[config.mk]
export PLATFORM = sky130hd
export DESIGN_NAME = clarke_park_current_transform
export DESIGN_NICKNAME = d
export VERILOG_FILES = /design/src/cpct_pkg.sv /design/src/cpct_ctrl.sv /design/src/cpct_datapath.sv /design/src/clarke_park_current_transform.sv
export SDC_FILE = /design/constraint.sdc
export NUM_CORES = 2
export LEC_CHECK = 0
export BUFFER_PORTS_ARGS = -buffer_cell sky130_fd_sc_hd__buf_4
export CORE_MARGIN = 2
export CORE_UTILIZATION = 30
export DETAILED_ROUTE_END_ITERATION = 6
export PLACE_DENSITY_LB_ADDON = 0.12
export REMOVE_ABC_BUFFERS = 1
export SLEW_MARGIN = 0
export SYNTH_ARGS = -nofsm -noshare
export SYNTH_HDL_FRONTEND = slang
export SYNTH_HIERARCHICAL = 1
export SYNTH_SLANG_ARGS = --single-unit
[constraint.sdc]
create_clock -name aclk -period 12.65 [get_ports aclk]
set_input_delay 1.8975 -clock aclk [delete_from_list [all_inputs] [get_ports aclk]]
set_output_delay 1.8975 -clock aclk [all_outputs]
set_load 0.03 [all_outputs]
[src/cpct_pkg.sv]
// Shared types and constants for the Clarke/Park current transform block.
`default_nettype none

package cpct_pkg;

    // Moving-average length is a power of two: 1 << AVG_LOG2.
    localparam int AVG_LOG2       = 2;
    localparam int AVERAGE_LENGTH = 1 << AVG_LOG2;
    localparam int SLOT_W         = (AVG_LOG2 > 0) ? AVG_LOG2 : 1;
    localparam int SUM_W          = 16 + AVG_LOG2;

    // Stream payload widths.
    localparam int S_DATA_W = 72;
    localparam int M_DATA_W = 32;

    // Fixed-point coefficients.
    localparam logic signed [17:0] RECIP_THREE       = 18'sd43691;  // 2^17 / 3, rounded up
    localparam logic signed [17:0] INV_SQRT3_Q15     = 18'sd18918;
    localparam logic signed [17:0] TWO_INV_SQRT3_Q15 = 18'sd37836;

    typedef enum logic [3:0] {
        ST_IDLE,
        ST_MUL_GAMMA,
        ST_DIFF,
        ST_MUL_BA,
        ST_MUL_BB,
        ST_MUL_D1,
        ST_MUL_D2,
        ST_MUL_Q1,
        ST_MUL_Q2,
        ST_FINISH,
        ST_UPDATE
    } cpct_state_t;

    // Operand pair for the shared multiplier.
    typedef enum logic [2:0] {
        MUL_SUM_RECIP,
        MUL_ALPHA_BETA,
        MUL_DELTA_BETA,
        MUL_COS_ALPHA,
        MUL_SIN_BETA,
        MUL_NSIN_ALPHA,
        MUL_COS_BETA
    } mul_sel_t;

    // Register that takes the truncated product.
    typedef enum logic [1:0] {
        DEST_NONE,
        DEST_BETA,
        DEST_D,
        DEST_Q
    } dest_t;

    typedef struct packed {
        logic     load;       // latch input transaction
        mul_sel_t mul_sel;
        logic     gamma_en;   // form phase differences from common mode
        dest_t    dest;
        logic     dest_add;   // accumulate instead of load
        logic     update;     // moving average update and output load
    } cpct_cmd_t;

    typedef struct packed {
        logic out_busy;       // output register holds an untaken result
    } cpct_status_t;

endpackage

`default_nettype wire

[src/cpct_ctrl.sv]
// Sequencing state machine for the Clarke/Park current transform.
`default_nettype none

module cpct_ctrl (
    input  wire logic                  aclk,
    input  wire logic                  aresetn,
    input  wire logic                  s_tvalid,
    output logic                       s_tready,
    input  wire cpct_pkg::cpct_status_t status,
    output cpct_pkg::cpct_cmd_t        cmd
);
    import cpct_pkg::*;

    cpct_state_t state_reg;
    cpct_state_t state_next;

    // Hold state register
    always_ff @(posedge aclk) begin
        if (!aresetn) begin
            state_reg <= ST_IDLE;
        end else begin
            state_reg <= state_next;
        end
    end

    // Advance through the multiply sequence
    always_comb begin
        state_next = state_reg;
        unique case (state_reg)
            ST_IDLE:      if (s_tvalid) state_next = ST_MUL_GAMMA;
            ST_MUL_GAMMA: state_next = ST_DIFF;
            ST_DIFF:      state_next = ST_MUL_BA;
            ST_MUL_BA:    state_next = ST_MUL_BB;
            ST_MUL_BB:    state_next = ST_MUL_D1;
            ST_MUL_D1:    state_next = ST_MUL_D2;
            ST_MUL_D2:    state_next = ST_MUL_Q1;
            ST_MUL_Q1:    state_next = ST_MUL_Q2;
            ST_MUL_Q2:    state_next = ST_FINISH;
            ST_FINISH:    state_next = ST_UPDATE;
            ST_UPDATE:    if (!status.out_busy) state_next = ST_IDLE;
            default:      state_next = ST_IDLE;
        endcase
    end

    // Drive datapath commands
    always_comb begin
        s_tready     = 1'b0;
        cmd.load     = 1'b0;
        cmd.mul_sel  = MUL_SUM_RECIP;
        cmd.gamma_en = 1'b0;
        cmd.dest     = DEST_NONE;
        cmd.dest_add = 1'b0;
        cmd.update   = 1'b0;
        unique case (state_reg)
            ST_IDLE: begin
                s_tready = 1'b1;
                cmd.load = s_tvalid;
            end
            ST_MUL_GAMMA: cmd.mul_sel = MUL_SUM_RECIP;
            ST_DIFF:      cmd.gamma_en = 1'b1;
            ST_MUL_BA:    cmd.mul_sel = MUL_ALPHA_BETA;
            ST_MUL_BB: begin
                cmd.mul_sel = MUL_DELTA_BETA;
                cmd.dest    = DEST_BETA;
            end
            ST_MUL_D1: begin
                cmd.mul_sel  = MUL_COS_ALPHA;
                cmd.dest     = DEST_BETA;
                cmd.dest_add = 1'b1;
            end
            ST_MUL_D2: begin
                cmd.mul_sel = MUL_SIN_BETA;
                cmd.dest    = DEST_D;
            end
            ST_MUL_Q1: begin
                cmd.mul_sel  = MUL_NSIN_ALPHA;
                cmd.dest     = DEST_D;
                cmd.dest_add = 1'b1;
            end
            ST_MUL_Q2: begin
                cmd.mul_sel = MUL_COS_BETA;
                cmd.dest    = DEST_Q;
            end
            ST_FINISH: begin
                cmd.dest     = DEST_Q;
                cmd.dest_add = 1'b1;
            end
            ST_UPDATE:    cmd.update = !status.out_busy;
            default:      s_tready = 1'b0;
        endcase
    end

endmodule

`default_nettype wire

[src/cpct_datapath.sv]
// Datapath: shared multiplier, Clarke/Park accumulators, moving average, output register.
`default_nettype none

module cpct_datapath (
    input  wire logic                            aclk,
    input  wire logic                            aresetn,
    // s_tdata fields, low bit up: phase_a_sample[11:0], phase_b_sample[23:12],
    // phase_c_sample[35:24], angle_cosine[51:36], angle_sine[67:52], zero pad
    input  wire logic [cpct_pkg::S_DATA_W-1:0]   s_tdata,
    input  wire cpct_pkg::cpct_cmd_t             cmd,
    output cpct_pkg::cpct_status_t               status,
    output logic                                 m_tvalid,
    input  wire logic                            m_tready,
    // m_tdata fields, low bit up: direct_current[14:0], quadrature_current[29:15],
    // zero pad
    output logic [cpct_pkg::M_DATA_W-1:0]        m_tdata
);
    import cpct_pkg::*;

    // Divide a Q15 product by 32768, truncating toward zero.
    function automatic logic signed [17:0] trunc_q15(input logic signed [32:0] p);
        logic signed [32:0] biased;
        biased = p + (p[32] ? 33'sd32767 : 33'sd0);
        return biased[32:15];
    endfunction

    // Latched inputs
    logic        [11:0] a_reg, b_reg;
    logic        [13:0] sum_reg;
    logic signed [15:0] cos_reg, sin_reg;

    // Intermediates
    logic signed [32:0] prod_reg;
    logic signed [12:0] alpha_reg, delta_b_reg;
    logic signed [13:0] beta_reg;
    logic signed [15:0] d_reg, q_reg;

    // Moving-average state
    logic signed [15:0]       d_hist_reg [AVERAGE_LENGTH];
    logic signed [15:0]       q_hist_reg [AVERAGE_LENGTH];
    logic signed [SUM_W-1:0]  d_sum_reg, q_sum_reg;
    logic [SLOT_W-1:0]        slot_reg;

    // Output register
    logic                     out_valid_reg;
    logic signed [14:0]       d_out_reg, q_out_reg;

    logic signed [17:0] mul_a;
    logic signed [14:0] mul_b;
    logic signed [32:0] prod_next;
    logic signed [17:0] prod_trunc;
    logic        [11:0] gamma;
    logic signed [SUM_W-1:0] d_sum_next, q_sum_next;
    logic signed [SUM_W-1:0] d_avg, q_avg;
    logic [SLOT_W-1:0]  slot_next;

    // Select multiplier operands
    always_comb begin
        mul_a = RECIP_THREE;
        mul_b = {1'b0, sum_reg};
        unique case (cmd.mul_sel)
            MUL_SUM_RECIP: begin
                mul_a = RECIP_THREE;
                mul_b = {1'b0, sum_reg};
            end
            MUL_ALPHA_BETA: begin
                mul_a = INV_SQRT3_Q15;
                mul_b = {{2{alpha_reg[12]}}, alpha_reg};
            end
            MUL_DELTA_BETA: begin
                mul_a = TWO_INV_SQRT3_Q15;
                mul_b = {{2{delta_b_reg[12]}}, delta_b_reg};
            end
            MUL_COS_ALPHA: begin
                mul_a = {{2{cos_reg[15]}}, cos_reg};
                mul_b = {{2{alpha_reg[12]}}, alpha_reg};
            end
            MUL_SIN_BETA: begin
                mul_a = {{2{sin_reg[15]}}, sin_reg};
                mul_b = {beta_reg[13], beta_reg};
            end
            MUL_NSIN_ALPHA: begin
                mul_a = 18'sd0 - {{2{sin_reg[15]}}, sin_reg};
                mul_b = {{2{alpha_reg[12]}}, alpha_reg};
            end
            MUL_COS_BETA: begin
                mul_a = {{2{cos_reg[15]}}, cos_reg};
                mul_b = {beta_reg[13], beta_reg};
            end
            default: begin
                mul_a = RECIP_THREE;
                mul_b = {1'b0, sum_reg};
            end
        endcase
    end

    assign prod_next  = mul_a * mul_b;
    assign prod_trunc = trunc_q15(prod_reg);
    // Common-mode mean: sum * ceil(2^17 / 3) >> 17 is exact for 14-bit sums
    assign gamma      = prod_reg[28:17];

    // Latch input transaction and register product
    always_ff @(posedge aclk) begin
        prod_reg <= prod_next;
        if (cmd.load) begin
            a_reg   <= s_tdata[11:0];
            b_reg   <= s_tdata[23:12];
            sum_reg <= 14'({2'b00, s_tdata[11:0]} + {2'b00, s_tdata[23:12]}
                           + {2'b00, s_tdata[35:24]});
            cos_reg <= s_tdata[51:36];
            sin_reg <= s_tdata[67:52];
        end
        if (cmd.gamma_en) begin
            alpha_reg   <= $signed({1'b0, gamma}) - $signed({1'b0, a_reg});
            delta_b_reg <= $signed({1'b0, gamma}) - $signed({1'b0, b_reg});
        end
    end

    // Accumulate truncated products into beta, d and q
    always_ff @(posedge aclk) begin
        case (cmd.dest)
            DEST_BETA: beta_reg <= cmd.dest_add ? beta_reg + prod_trunc[13:0]
                                                : prod_trunc[13:0];
            DEST_D:    d_reg <= cmd.dest_add ? d_reg + prod_trunc[15:0]
                                             : prod_trunc[15:0];
            DEST_Q:    q_reg <= cmd.dest_add ? q_reg + prod_trunc[15:0]
                                             : prod_trunc[15:0];
            default:   ;
        endcase
    end

    // Replace the oldest history entry in the running sums
    assign d_sum_next = d_sum_reg - SUM_W'(d_hist_reg[slot_reg]) + SUM_W'(d_reg);
    assign q_sum_next = q_sum_reg - SUM_W'(q_hist_reg[slot_reg]) + SUM_W'(q_reg);
    assign slot_next  = (slot_reg == SLOT_W'(AVERAGE_LENGTH - 1)) ? '0
                                                                  : slot_reg + SLOT_W'(1);

    // Divide by the average length, truncating toward zero
    assign d_avg = (d_sum_next + (d_sum_next[SUM_W-1] ? SUM_W'(AVERAGE_LENGTH - 1) : '0))
                   >>> AVG_LOG2;
    assign q_avg = (q_sum_next + (q_sum_next[SUM_W-1] ? SUM_W'(AVERAGE_LENGTH - 1) : '0))
                   >>> AVG_LOG2;

    // Hold moving-average state
    always_ff @(posedge aclk) begin
        if (!aresetn) begin
            for (int i = 0; i < AVERAGE_LENGTH; i++) begin
                d_hist_reg[i] <= '0;
                q_hist_reg[i] <= '0;
            end
            d_sum_reg <= '0;
            q_sum_reg <= '0;
            slot_reg  <= '0;
        end else if (cmd.update) begin
            d_hist_reg[slot_reg] <= d_reg;
            q_hist_reg[slot_reg] <= q_reg;
            d_sum_reg            <= d_sum_next;
            q_sum_reg            <= q_sum_next;
            slot_reg             <= slot_next;
        end
    end

    // Output valid: set on update, drop when the transaction completes
    always_ff @(posedge aclk) begin
        if (!aresetn) begin
            out_valid_reg <= 1'b0;
        end else if (cmd.update) begin
            out_valid_reg <= 1'b1;
        end else if (m_tready) begin
            out_valid_reg <= 1'b0;
        end
    end

    // Load output payload
    always_ff @(posedge aclk) begin
        if (cmd.update) begin
            d_out_reg <= d_avg[14:0];
            q_out_reg <= q_avg[14:0];
        end
    end

    assign status.out_busy = out_valid_reg && !m_tready;
    assign m_tvalid        = out_valid_reg;
    assign m_tdata         = {2'b00, q_out_reg, d_out_reg};

endmodule

`default_nettype wire

[src/clarke_park_current_transform.sv]
// One item at a time: a new input transaction is accepted only while the controller is idle.
// Each item runs an accept step plus ten controller steps that share one 18x15 multiplier
// (seven products: common-mode mean, Clarke beta, Park d and q) and a moving-average update.
// The update step waits while a previous result still sits untaken in the output register.
// Reset (aresetn low, synchronous) clears the d/q history rings, running sums, ring position,
// state machine and output valid.
`default_nettype none

module clarke_park_current_transform (
    input  wire logic                            aclk,
    input  wire logic                            aresetn,
    input  wire logic                            s_tvalid,
    output logic                                 s_tready,
    // s_tdata fields, low bit up: phase_a_sample[11:0], phase_b_sample[23:12],
    // phase_c_sample[35:24], angle_cosine[51:36], angle_sine[67:52], zero pad
    input  wire logic [cpct_pkg::S_DATA_W-1:0]   s_tdata,
    output logic                                 m_tvalid,
    input  wire logic                            m_tready,
    // m_tdata fields, low bit up: direct_current[14:0], quadrature_current[29:15],
    // zero pad
    output logic [cpct_pkg::M_DATA_W-1:0]        m_tdata
);
    import cpct_pkg::*;

    cpct_cmd_t    cmd;
    cpct_status_t status;

    cpct_ctrl u_ctrl (
        .aclk     (aclk),
        .aresetn  (aresetn),
        .s_tvalid (s_tvalid),
        .s_tready (s_tready),
        .status   (status),
        .cmd      (cmd)
    );

    cpct_datapath u_datapath (
        .aclk     (aclk),
        .aresetn  (aresetn),
        .s_tdata  (s_tdata),
        .cmd      (cmd),
        .status   (status),
        .m_tvalid (m_tvalid),
        .m_tready (m_tready),
        .m_tdata  (m_tdata)
    );

endmodule

`default_nettype wire
### Yosys cells after proc, flatten, opt, wreduce, memory -nomap -nowiden

Memories as Yosys holds them, arrays and structs flattened. A register that Yosys moved wholly into a read port is not among the register bits.
Index checks and enable logic that the tools add are counted.

| storage, ports and cells | value |
|---|---|
| register bits | 248 |
| bits in latches | 0 |
| bits in writable memories | 128 |
| bits in read-only memories | 0 |
| output and inout bits | 34 |
| logic and storage cells | 109 |
| memories kept | 2 |

| operators by class | value |
|---|---|
| $add $sub $neg | 16 |
| multiply operators | 1 |
| divide/modulo/power cells | 0 |
| order comparisons | 0 |
| equality and inequality tests | 22 |
| shifts and indexed selects | 0 |
| muxes and demuxes | 35 |
| bitwise logic cells | 0 |
| reduce and logical (&&, ||, !) cells | 15 |

Memory list:

| name | depth | bits a word | rd ports | clocked after memory_dff | wr ports | line | source |
|---|---|---|---|---|---|---|---|
| u_datapath.d_hist_reg | 4 | 16 | 1 | 1 | 4 | cpct_datapath.sv:39 | `logic signed [15:0] d_hist_reg [AVERAGE_LENGTH];` |
| u_datapath.q_hist_reg | 4 | 16 | 1 | 1 | 4 | cpct_datapath.sv:40 | `logic signed [15:0] q_hist_reg [AVERAGE_LENGTH];` |

Operators by type and width:

| cell | count |
|---|---|
| case mux 18 bit (5 select lines) | 1 |
| two-way mux 16 bit | 4 |
| case mux 15 bit (3 select lines) | 1 |
| case mux 4 bit (11 select lines) | 1 |
| adder 18 x 16 -> 18 bit | 2 |
| subtractor 18 x 16 -> 18 bit | 2 |
| adder 17 bit | 2 |
| multiplier 18 x 15 -> 33 bit | 1 |
| adder 16 bit | 2 |
| OR reduction 16 bit | 2 |
| adder 31 bit | 1 |
| subtractor 12 x 12 -> 13 bit | 2 |
| two-way mux 2 bit | 9 |
| case mux 3 bit (6 select lines) | 1 |
| subtractor 1 x 16 -> 17 bit, first input constant | 1 |
| equality test 4 x 3 -> 1 bit, second input constant | 4 |
| two-way mux 15 bit | 1 |
| adder 14 x 12 -> 14 bit | 1 |
| adder 14 bit | 1 |
| two-way mux 14 bit | 1 |
| adder 12 x 12 -> 13 bit | 1 |
| two-way mux 1 bit | 13 |
| equality test 4 bit, second input constant | 3 |
| OR reduction 2 bit | 5 |
| 17 further kinds | 27 |

### Depth between registers and ports, before layout

| depth | value |
|---|---|
| depth in word-level cells | 9 |
| gate-level depth with buffers | 34 |
| mapped depth without buffers | 32 |

### Cells and area by module

Netlist, hierarchy kept.

By module, submodules not included:

| module | times used | cells each | area each (sq um) | sequential area each (sq um) |
|---|---|---|---|---|
| cpct_datapath | 1 | 3040 | 31211.2 | 10470.0 |
| cpct_ctrl | 1 | 45 | 365.4 | 80.1 |

### Worst setup path after synthesis

No wires, ideal clock.

| timing path | value |
|---|---|
| path type | register to register |
| start point | register u_ctrl.state_reg[1] |
| end point | register u_datapath.prod_reg[32] |
| arrival time | 7883 ps |
| data required time | 12529 ps |
| slack | 4646 ps |
| cell stages (with the launch flop) | 32 |
| buffers on the path | 4 |
| clock period less this slack | 8004 ps |
| path through | dfxtp_1 buf_6 or2_1 buf_6 o21ai_0 clkinv_1 nand3_1 and2_1 clkbuf_1 nor2_1 a221oi_1 clkbuf_1 nand2_1 fa_1 inv_1 fa_1 fa_1 fa_1 fa_1 inv_1 fa_1 inv_1 ha_1 and3_1 and3_1 o2111ai_1 a211oi_1 nor2_1 a311o_1 o2111ai_1 a21oi_1 xnor2_1 |

RTL lines:

| what | line | source |
|---|---|---|
| from (decl) | cpct_ctrl.sv:14 | `cpct_state_t state_reg;` |
| from (signal assigned) | cpct_ctrl.sv:22 | `state_reg <= state_next;` |
| to (signal assigned) | cpct_datapath.sv:104 | `prod_reg <= prod_next;` |
| to (decl) | cpct_datapath.sv:33 | `logic signed [32:0] prod_reg;` |

==> impl_metrics.toml <==
[die]
coreArea_um2 = 105000
die_h_um = 328
die_width_um = 328
io_pins = 110
core.rowCount = 119
start_util = 0.301
die-area_um2 = 108000

[grt]
grt_usage = 0.171
grt_max_degree = 54
grt_pass1_vias = 23100
grt_pass1_wl_um = 140000
gr-max-usage-layer = "met2"
use_met2 = 0.303
antenna_found_initial = 0
grt_overflow = 0
grt_use_met3 = 0.0194
use_met1 = 0.219

[cts]
holdBufCountCts = 0
clk_pin_slew_ns = 0.06
cts_root_buf = "clkbuf_16"
ctsHtreeMaxLevel = 2
cts_num_sinks = 377
cts_buffer_depth = 3
cts_inserted_buffers = 50
clock_latency_ns = 0.64
ctsResizeCount = 0
cts_tree = "built"
post_cts_buffers = 0

[drt]
first_pass_iters = 5
drt_iter0_markers = 1032
detail-route-antenna-nets = 0
wl_um = 90600
wl_per_cell_um = 19.6
num_vias = 21800
viasPerCell = 4.70
drc = 0

[run_status]
status = "completed"

[synthesis]
yosys_warnings = 6
ys_types = 85
synth_top_area_frac = 0.285
synth_edf_count = 300
synthCells = 3085
synthesis.area_um2 = 31600
synth-main-ff-cell = "edfxtp_1"
synth_top_cells_by_count = "inv_1 (500), fa_1 (305), edfxtp_1 (300), nor2_1 (265), nand2_1 (241)"
synth_top_area_cell = "edfxtp_1"
synthTopCellsByArea = "edfxtp_1 (29%), fa_1 (19%), ha_1 (8.8%)"
yosysMostFrequentCell = "inv_1"
synth_seq_cells = 377
async_flop_share = 0
avgSynthCellArea_um2 = 10.2
seq_area_frac_synth = 0.334

[timing]
fin_crit_sh = 0.774
setup_ws_ns = 2.86
grt_setup_unrepaired = "false"
setup_viol = 0
fmax_mhz = 102
layout_min_cycle_time_ns = 9.79
worstMarginPinSlew_ns = 1.16
final_hold_viol_count = 0
holdWs_ns = 0.487
finalMaxSlewViolations = 0
finClkSkew_ns = 0.0380
max-slew-margin-rel = 0.226

[place]
post-dp-hpwl_um = 69500
portBuffers = 103
postPlaceCellArea_um2 = 34200
pre_cts_slack_ns = 2.69
gp_congestion = 0.859

[critical_path]
cp-start-kind = "flop"
critical_path_class = "reg2reg"
max_stage_delay_ns = 0.73
cp.arrival_ns = 10.32
crit_path_end_kind = "flop"
worst-path-max-fanout = 33
cpMostUsedCell = "fa_1"
required_ns = 13.18
slowest_stage = "a211oi_2"

[cells_and_area]
layout.core_utilization = 0.342
area_delta_synth_final_pct = 13.6
antennaDiodeCount = 0
final_cell_area_um2 = 35900
drive_above_1_share = 0.0954
nNetsFinal = 3798

[flow_run]
drv_cap = 0

[worst_hold_path]
holdCritPathClass = "reg2reg"
placed cells by master, fill, tap and decap left out, drive strengths merged, types with 9 or more instances in the layout:
cell / Yosys / routed
a211o: 10 / 10
a211oi: 25 / 25
a21boi: 16 / 16
a21o: 55 / 55
a21oi: 116 / 116
a31o: 9 / 9
a31oi: 14 / 14
and2: 109 / 109
and3: 16 / 16
buf: 23 / 149
clkbuf: 68 / 68
clkinv: 5 / 20
dfxtp: 77 / 77
edfxtp: 300 / 300
fa: 305 / 305
ha: 221 / 221
inv: 500 / 503
mux2i: 32 / 32
mux4: 32 / 32
nand2: 241 / 241
nand2b: 37 / 37
nand3: 42 / 42
nand4: 10 / 10
nor2: 265 / 265
nor2b: 31 / 31
nor3: 45 / 45
nor4: 39 / 39
o21a: 16 / 16
o21ai: 97 / 97
o21bai: 14 / 14
o31ai: 9 / 9
or2: 15 / 15
or3: 21 / 21
xnor2: 110 / 110
xor2: 64 / 64
kinds of logic (layout without fill, tap and decap cells):
logic type	Yosys count	count (layout)	synth area share
other	1	2	0.000119
adders and majority gates	531	531	0.283
and+or+nand+nor	888	888	0.134
DFF	377	377	0.334
muxes	64	64	0.0330
xor gates and xnor gates	174	174	0.0483
AOI/OAI and AO/OA	454	454	0.0961
buffers and inverters	596	748	0.0719
layout make-up:
class	instances	area, µm²
sequential	377	10600
inverter	505	1900
tap	1391	1740
timing repair buffer	149	1120
fill	10800	68900
multi-input combinational	2113	18800
clock inverter	26	330
clock buffer	68	1390
path summary, 6_finish.rpt:
check	startpoint	end	slack, ns	depth (start not counted)
hold / removal	u_datapath/q_sum_reg[5]$_SDFFE_PN0P_	u_datapath/q_sum_reg[5]$_SDFFE_PN0P_	0.49	2
hold reg to reg	u_datapath/q_sum_reg[5]$_SDFFE_PN0P_	u_datapath/q_sum_reg[5]$_SDFFE_PN0P_	0.49	2
setup reg to reg	u_ctrl/state_reg[3]$_SDFFE_PN0P_	u_datapath/prod_reg[32]$_DFF_P_	2.86	32
setup / recovery	u_ctrl/state_reg[3]$_SDFFE_PN0P_	u_datapath/prod_reg[32]$_DFF_P_	2.86	32
stage by stage:
step / std cells / setup TNS, ns
after CTS: 4629 / 0
final: 4629 / 0
after detailed placement: 4535 / 0
after floorplan: 2995 / -93.39
after global placement: 4535 / 0
after global routing: 4629 / 0
metal layers:
metal | part of all wire | vias to the layer above
met5 | 0 | -
met4 | 0.023 | 0
met3 | 0.030 | 90
met2 | 0.50 | 296
met1 | 0.45 | 10900
li1 | - | 10500
worst max-delay path: cells and delay by family, from the launching register on:
kind,cells,cell delay (ns)
buffers and inverters,7,1.21
adder cells (fa/ha/maj),7,3.26
AND/OR/NAND/NOR,9,2.02
XOR/XNOR,1,0.12
flip-flops,1,0.64
AO/OA/AOI/OAI,8,2.39
Power is not shown: default switching activity piles up to over one toggle a cycle in this logic, so the estimate is an artifact.
